$ cat config.mk
export PLATFORM = sky130hd
export DESIGN_NAME = tun_fifo
export DESIGN_NICKNAME = d
export VERILOG_FILES = /design/src/sv/tun_pkg.sv /design/src/sv/tun_fifo.sv
export SDC_FILE = /design/constraint.sdc
export NUM_CORES = 1
export LEC_CHECK = 0
export BUFFER_PORTS_ARGS = -buffer_cell sky130_fd_sc_hd__buf_2
export CAP_MARGIN = 0
export CORE_MARGIN = 2
export CORE_UTILIZATION = 55
export DETAILED_ROUTE_END_ITERATION = 6
export PLACE_DENSITY = 0.79
export SYNTH_ARGS = -nofsm -noshare
export SYNTH_HDL_FRONTEND = slang
export SYNTH_SLANG_ARGS = --single-unit
$ cat constraint.sdc
create_clock -name clk -period 18.4 [get_ports clk]
set_clock_uncertainty 0.2 [all_clocks]
set_input_delay 3.68 -clock clk [delete_from_list [all_inputs] [get_ports clk]]
set_output_delay 3.68 -clock clk [all_outputs]
set_load 0.02 [all_outputs]
$ cat src/sv/tun_pkg.sv
// ----------------------------------------------------------------------------
// tun_pkg
// Shared widths and types for the triangle unit normal block.
// ----------------------------------------------------------------------------
package tun_pkg;

  localparam int VW    = 16;   // vertex coordinate, Q8.8
  localparam int EW    = 17;   // edge component
  localparam int CW    = 35;   // cross product component, signed
  localparam int MW    = 34;   // cross product magnitude
  localparam int SQW   = 68;   // square of one magnitude
  localparam int NSW   = 70;   // sum of three squares
  localparam int LW    = 101;  // compare width for q^2 * |N|^2
  localparam int QB    = 15;   // bits of the unsigned result, 0..16384
  localparam int OW    = 16;   // result component, Q2.14
  localparam int LSH   = 28;   // 2^28 scale of the numerator
  localparam int DEPTH = 4;    // job queue entries
  localparam int PW    = 2;    // queue pointer width

  typedef struct packed {
    logic [NSW-1:0]      sq;
    logic [2:0][LW-1:0]  lim;
    logic [2:0]          neg;
    logic                degen;
  } tun_job_t;

  typedef struct packed {
    logic full;
    logic empty;
  } tun_qst_t;

  typedef struct packed {
    logic [NSW-1:0]      sq;
    logic [2:0][LW-1:0]  lim;
    logic [2:0][LW-1:0]  p;
    logic [2:0][LW-1:0]  r;
    logic [2:0][QB-1:0]  q;
    logic [2:0]          neg;
    logic                degen;
  } tun_stage_t;

endpackage

$ cat src/sv/tun_fifo.sv
// ----------------------------------------------------------------------------
// tun_fifo
// Short job queue between the front and back parts.
// ----------------------------------------------------------------------------
module tun_fifo
  import tun_pkg::*;
(
  input  logic      clk,
  input  logic      rst_n,
  input  logic      push,
  input  tun_job_t  wr_job,
  input  logic      pop,
  output tun_job_t  rd_job,
  output tun_qst_t  qst
);

  tun_job_t          mem [DEPTH];
  logic [PW-1:0]     wp_r, rp_r;
  logic [PW:0]       cnt_r;

  assign qst.full  = (cnt_r == (PW+1)'(DEPTH));
  assign qst.empty = (cnt_r == '0);
  assign rd_job    = mem[rp_r];

  always_ff @(posedge clk) begin
    if (push) mem[wp_r] <= wr_job;
  end

  always_ff @(posedge clk) begin
    if (!rst_n) begin
      wp_r  <= '0;
      rp_r  <= '0;
      cnt_r <= '0;
    end else begin
      if (push) wp_r <= wp_r + 1'b1;
      if (pop)  rp_r <= rp_r + 1'b1;
      cnt_r <= cnt_r + (PW+1)'(push) - (PW+1)'(pop);
    end
  end

`ifndef SYNTHESIS
  a_no_overflow: assert property (@(posedge clk) disable iff (!rst_n)
    qst.full |-> !push) else $error("queue overflow");
  a_no_underflow: assert property (@(posedge clk) disable iff (!rst_n)
    qst.empty |-> !pop) else $error("queue underflow");
  a_cnt_range: assert property (@(posedge clk) disable iff (!rst_n)
    cnt_r <= (PW+1)'(DEPTH)) else $error("queue count out of range");
`endif

endmodule

==> qor.csv, run 1 <==
stage,metric,value,unit
run_status,outcome,completed,
critical_path,family with the most delay on the worst path,buffers and inverters,
pwr,Final Power,0.007696,W
clock_tree,CTS tree,yes,
worst_hold_path,hold path depth,2,
pwr,internal power,0.005897,W
floorplanning,num ports,760,
critical_path,r2r setup slk,13.74,ns
sta,final setup fails,0,
place,placed cells,4001,
sta,final hold vios,0,
sta,fin crit share,48.36,%
pwr,proportion of power drawn by flip-flops and latches,52.3,%
clock_tree,CTS resizes,0,
grt,largest net degree at the start of global routing,149,
route,drt total wl,121100,um
logic_synthesis,"EDFF count, synth",1508,
clock_tree,maximum root-to-sink buffer count,3,
clock_tree,Root Buffer,clkbuf_16,
route,first-iteration detailed-routing DRC count,2038,
critical_path,CP Launch Type,flop,
clock_tree,Sink Count,1517,
route,via count,25480,
sta,maximum clock rate,0.1124,GHz
grt,antenna violations before repair,60,
sta,Setup Total Neg Slack,0,ns
logic_synthesis,top post-synthesis cells by area,"edfxtp_1, mux4_2, buf_6",
sta,Worst Tran Pin Value,1.153,ns
grt,Global Route Usage Sum,23.43,%
critical_path,"Req. time, crit path",14.52,ns
clock_tree,postcts setup bufs,0,
route,drt wl/cell,28.02,um
floorplanning,height of the die,319.8,um
critical_path,FF-to-FF Start,wp_r[0],
logic_synthesis,Synth warnings,0,
sta,post-route minimum period,8.898,ns
critical_path,CP Data Arrival Time,5.02,ns
logic_synthesis,Main synth FF type,edfxtp_1,
floorplanning,Core ar.,98560,sq um
route,# DRC,0,
logic_synthesis,synthesized flop and latch total,1517,
critical_path,CP max FO,76,
sta,Slew HR,23.12,%
layout,Area Overhead vs Synth,17.85,%
sta,unrepaired setup endpoints after global routing,no,
flow_run,Max-cap violations,0,
critical_path,WS Path Type,reg2out,
critical_path,most frequent CP cell,buf_4,
pwr,P_leak,21.51,nW
pwr,PwrDens,119.0,nW/um^2
logic_synthesis,Post-synth top cells,"edfxtp_1, mux4_2, buf_2",
floorplanning,Std-Cell Rows,115,
critical_path,CP max stage delay,0.95,ns
logic_synthesis,largest area contributor in the netlist,edfxtp_1,
floorplanning,DIE WIDTH,319.8,um
clock_tree,Post-CTS Hold Buffers,0,
logic_synthesis,Yosys cell types,19,
critical_path,WP buf/inv,4,
logic_synthesis,syn_nets,2400,
layout,NumNets Final,3251,
floorplanning,area of the die,102300,sq um
critical_path,crit-path cells,buf_4 -> buf_4 -> buf_4 -> mux4_2 -> buf_2,
pwr,clock share of power,37.2,%
place,placer congestion estimate,0.8213,
pwr,Switching Share,23.38,%
clock_tree,Clock Latency Late Sink,0.75,ns
critical_path,critical path's slowest cell,buf_4,
logic_synthesis,Cells after Synth,2012,
floorplanning,initial core utilization,55.67,%
clock_tree,H-tree depth,4,
grt,grt total ovfl,0,
logic_synthesis,Post-synth ARST share,0,%
critical_path,reg2reg path depth,5,
logic_synthesis,post-synth top area share,82.53,%
clock_tree,Num CTS Buffers,147,
logic_synthesis,Syn Area/Cell,27.27,sq um
logic_synthesis,sequential share of the synthesized area,82.86,%
worst_hold_path,Hold Path Origin,rp_r[0],
pwr,Gate power share,10.5,%
worst_hold_path,Hold Path Class,reg2reg,
logic_synthesis,Post-Syn Area,54870,sq um
sta,Max Slew Vio Count,0,
place,hpwl dp,71970,um
logic_synthesis,top-count cell post-synth,edfxtp_1,
pwr,P_sw,0.001799,W
layout,share of cells above drive strength 1,45.81,%
pwr,VDD IR max,0.09976,mV
critical_path,CP Capture Type,output pin,
route,DR vias/cell,5.895,
sta,Hold Slack,0.3423,ns
route,detailed-router iteration count before antenna repair,5,
clock_tree,register clock-pin slew on the reported worst setup and hold paths,0.06,ns
grt,global-route wire length before repair,174900,um
layout,fill cell count,5986,
place,IO Port Bufs,759,
grt,vias in the first global route,27150,
layout,fin cells,4322,
critical_path,WP depth,5,
route,ANT nets after route,0,
critical_path,R2R Path End,mem[3][234],
[final cells by class]
type                            instances  area, sq um  area share (%)
Antenna cell                           53        132.6          0.2051
Multi-Input combinational cell        404         8737           13.51
Sequential cell                      1517        45470           70.33
Clock buffer                          186         3867           5.981
Tap cell                             1287         1610           2.490
Clock inverter                         82        749.5           1.159
Timing Repair Buffer                  786         4064           6.285
Inverter                                7        26.28         0.04064
[logic make-up after synthesis]
family / count (synthesis) / synth area share, %
muxes: 378 / 15.49
DFF: 1517 / 82.86
adders and majority gates: 7 / 0.1733
xor gates and xnor gates: 3 / 0.07526
and+or+nand+nor: 14 / 0.1368
buffers and inverters: 91 / 1.231
AOI/OAI and AO/OA: 2 / 0.02736
[worst max-delay path by stage]
stage | from | endpoint | slack, ns
final | flop | rd_job[127] | 9.50
after global routing | flop | rd_job[166] | 9.23
after floorplan | push | mem[0][0] | 5.25
after CTS | flop | rd_job[127] | 9.44
after detailed placement | flop | rd_job[74] | 10.31
after global placement | flop | rd_job[74] | 10.30
[per-stage QoR]
| step | setup slack, ns | instance area (sq um) | utilization, % |
|---|---|---|---|
| 6_report | 9.502 | 64660 | 65.60 |
| 3_5_place_dp | 10.31 | 59910 | 60.78 |
| 5_1_grt | 9.229 | 64630 | 65.57 |
| 2_1_floorplan | 5.251 | 54870 | - |
| 4_1_cts | 9.436 | 64530 | 65.47 |
| 3_3_place_gp | 10.30 | 59910 | 60.78 |
[layout by cell type, fill, tap and decap left out, drive strengths merged]
| cell | count |
|---|---|
| a21bo | 1 |
| a21oi | 1 |
| and2 | 6 |
| and3 | 1 |
| buf | 786 |
| bufinv | 8 |
| clkbuf | 186 |
| clkinv | 66 |
| clkinvlp | 4 |
| dfxtp | 9 |
| diode | 53 |
| edfxtp | 1508 |
| fa | 1 |
| ha | 6 |
| inv | 11 |
| mux2i | 1 |
| mux4 | 377 |
| nand3b | 1 |
| nor2 | 5 |
| nor3 | 1 |
| xnor2 | 2 |
| xor3 | 1 |
[sequential cells by signal, indices dropped and copies added (netlist names), named ones only]
signal and flops:
mem 1508, cnt_r 3, rp_r 2, wp_r 2
[worst min-delay path: stages, from the launching register on]
cell and delay [ns]:
dfxtp_1 0.33, nand3b_1 0.09, a21oi_1 0.07
[power by group through the flow]
stage               logic, W  registers [W]  clock network [W]
finish              0.000806        0.00402            0.00287
global route        0.000846        0.00403            0.00304
CTS                 0.000813        0.00403            0.00291
detailed placement  0.000805        0.00409                  0
global placement    0.000788        0.00408                  0
floorplan           0.000514        0.00413                  0
[routing by layer]
| metal | track usage [%] | wire (um) | part of all wire, % | up-vias |
|---|---|---|---|---|
| met4 | 12.46 | 6567 | 5.4 | 30 |
| li1 | - | - | - | 10560 |
| met3 | 7.383 | 10530 | 8.7 | 337 |
| met5 | 0 | 177 | 0.15 | - |
| met2 | 39.85 | 63360 | 52 | 1259 |
| met1 | 26.60 | 40460 | 33 | 13290 |
No activity file was read; power rests on OpenSTA's default activity.
==> run 2, diff against run 1 <==
Settings changed: CORE_UTILIZATION 55 to 51, PLACE_DENSITY 0.79 to 0.77.
Clock period 18.4 ns to 7.2 ns, I/O delays scaled along.
==> run 2 against run 1 <==
  * Worst hold slack improved by 0.0080 ns
  * Register-to-register slack got worse by 9.4 ns
  * Non-clock buffer count shrank 1
  * Flip-flop and latch count did not move
  * Final area increased by 0.72%
==> qor.csv, run 2 (synthesis results as in run 1) <==
stage,metric,value,unit,change
run_status,outcome,completed,,unchanged
layout,Area Overhead vs Synth,18.70,%,was 17.85%
sta,Setup Total Neg Slack,0,ns,unchanged
clock_tree,CTS resizes,0,,unchanged
critical_path,CP max FO,50,,was 76
clock_tree,H-tree depth,4,,unchanged
worst_hold_path,Hold Path Origin,rp_r[0],,unchanged
critical_path,CP Launch Type,flop,,unchanged
sta,Max Slew Vio Count,0,,unchanged
place,hpwl dp,70560,um,was 71970 um
sta,final hold vios,0,,unchanged
critical_path,WS Path Type,reg2out,,unchanged
sta,final setup fails,0,,unchanged
sta,maximum clock rate,0.2020,GHz,
layout,share of cells above drive strength 1,46.43,%,was 45.81%
clock_tree,maximum root-to-sink buffer count,3,,unchanged
grt,antenna violations before repair,61,,was 60
layout,Util after Layout,60.92,%,was 65.60%
clock_tree,Post-CTS Hold Buffers,0,,unchanged
pwr,VDD IR max,0.2437,mV,was 0.09976 mV
sta,post-route minimum period,4.950,ns,
sta,Slew HR,25.72,%,was 23.12%
grt,grt total ovfl,0,,unchanged
route,detailed-router iteration count before antenna repair,5,,unchanged
flow_run,Max-cap violations,0,,unchanged
pwr,Gate power share,10.3,%,was 10.5%
critical_path,"Req. time, crit path",5.56,ns,was 14.52 ns
critical_path,CP Data Arrival Time,3.31,ns,was 5.02 ns
pwr,internal power,0.01546,W,was 0.005897 W
floorplanning,height of the die,332.0,um,was 319.8 um
floorplanning,DIE WIDTH,332.0,um,was 319.8 um
floorplanning,area of the die,110200,sq um,was 102300 sq um
layout,Top Registers,"mem x1508, cnt_r x3",,unchanged
clock_tree,Num CTS Buffers,149,,was 147
route,DR vias/cell,5.666,,was 5.895
critical_path,CP Capture Type,output pin,,unchanged
floorplanning,num ports,760,,unchanged
critical_path,reg2reg path depth,3,,was 5
route,# DRC,0,,unchanged
critical_path,R2R Path End,mem[3][223],,was mem[3][234]
worst_hold_path,hold path depth,2,,unchanged
pwr,P_leak,21.69,nW,was 21.51 nW
sta,fin crit share,68.75,%,
place,placer congestion estimate,0.8079,,was 0.8213
floorplanning,Std-Cell Rows,120,,was 115
grt,vias in the first global route,26650,,was 27150
grt,global-route wire length before repair,171500,um,was 174900 um
layout,max reg flops,1508,,unchanged
grt,Global Route Usage Sum,21.04,%,was 23.43%
sta,unrepaired setup endpoints after global routing,no,,unchanged
route,drt total wl,117000,um,was 121100 um
route,drt wl/cell,26.36,um,was 28.02 um
sta,Worst Tran Pin Value,1.114,ns,was 1.153 ns
route,ANT nets after route,0,,unchanged
route,first-iteration detailed-routing DRC count,2056,,was 2038
clock_tree,register clock-pin slew on the reported worst setup and hold paths,0.05,ns,was 0.06 ns
clock_tree,CTS tree,yes,,unchanged
pwr,PwrDens,307.5,nW/um^2,was 119.0 nW/um^2
route,via count,25140,,was 25480
pwr,clock share of power,38.4,%,was 37.2%
critical_path,FF-to-FF Start,wp_r[1],,was wp_r[0]
pwr,P_sw,0.004563,W,was 0.001799 W
floorplanning,Core ar.,106900,sq um,was 98560 sq um
layout,"commonest non-fill, non-tap cells in the layout","edfxtp_1, buf_2, mux4_2, clkbuf_16, clkinv_2",,"was edfxtp_1, buf_2, mux4_2, clkbuf_16, clkbuf_1"
clock_tree,Root Buffer,clkbuf_16,,unchanged
layout,Biggest register,mem,,unchanged
clock_tree,Clock Latency Late Sink,0.72,ns,was 0.75 ns
pwr,Switching Share,22.79,%,was 23.38%
clock_tree,Sink Count,1517,,unchanged
critical_path,r2r setup slk,4.31,ns,was 13.74 ns
place,IO Port Bufs,759,,unchanged
layout,"most common cell after layout, fill and taps aside",edfxtp_1,,unchanged
floorplanning,initial core utilization,51.32,%,was 55.67%
grt,largest net degree at the start of global routing,145,,was 149
pwr,proportion of power drawn by flip-flops and latches,51.3,%,was 52.3%
clock_tree,postcts setup bufs,0,,unchanged
worst_hold_path,Hold Path Class,reg2reg,,unchanged
layout,NumNets Final,3252,,was 3251
## run 2: cell count changes in the layout (fill, tap and decap cells not counted), sizes merged
cell / before / now
clkbuf: 186 / 185
diode: 53 / 47
buf: 786 / 785
clkinv: 66 / 62
bufinv: 8 / 16
clkinvlp: 4 / 3
inv: 11 / 15
## run 2: how the worst max path moves through the flow
stage | cells past startpoint | slack (ns) | start | end
6_report | 3 | 2.25 | flop | rd_job[96]
5_1_grt | 3 | 1.91 | flop | rd_job[96]
4_1_cts | 3 | 2.03 | flop | rd_job[96]
3_5_place_dp | 3 | 2.85 | flop | rd_job[96]
3_3_place_gp | 3 | 2.89 | flop | rd_job[96]
2_1_floorplan | 1 | 0.53 | push | mem[1][0]
## run 2: through the flow
step	instance area [sq um]	total power, W	std cells	hold slack [ns]	worst slack [ns]
2_1_floorplan	54870	0.01179	2012	0.2993	0.5257
3_3_place_gp	60120	0.01244	4116	0.3148	2.885
3_5_place_dp	60120	0.01252	4116	0.3460	2.853
4_1_cts	65010	0.02022	4390	0.3572	2.030
5_1_grt	65090	0.02064	4423	0.3720	1.906
6_report	65120	0.02002	4437	0.3503	2.250
## run 2: cell type report
| cell class | instances | area, sq um |
|---|---|---|
| Antenna cell | 47 | 117.6 |
| Multi-Input combinational cell | 404 | 8737 |
| Inverter | 7 | 26.28 |
| Timing Repair Buffer | 785 | 4131 |
| Fill cell | 7099 | 41780 |
| Tap cell | 1403 | 1755 |
| Sequential cell | 1517 | 45470 |
| Clock buffer | 185 | 3970 |
| Clock inverter | 89 | 914.6 |
## run 2: critical path, stage by stage, from the launching register on
cell and delay, ns:
dfxtp_4 0.80, buf_4 0.88, mux4_2 0.63, buf_2 0.18
## run 2: power by group through the flow
stage	registers (W)	logic (W)	clock network, W
2_1_floorplan	0.0105	0.00132	0
3_3_place_gp	0.0104	0.00202	0
3_5_place_dp	0.0105	0.00206	0
4_1_cts	0.0103	0.00208	0.00786
5_1_grt	0.0103	0.00216	0.00818
6_report	0.0103	0.00205	0.00770
## run 2: layer usage
| metal | share of wire [%] | vias up | track usage, % |
|---|---|---|---|
| li1 | - | 10570 | - |
| met1 | 35 | 13100 | 25.00 |
| met2 | 52 | 1162 | 35.28 |
| met3 | 8.8 | 276 | 6.463 |
| met4 | 4.3 | 30 | 9.981 |
| met5 | 0.16 | - | 0 |
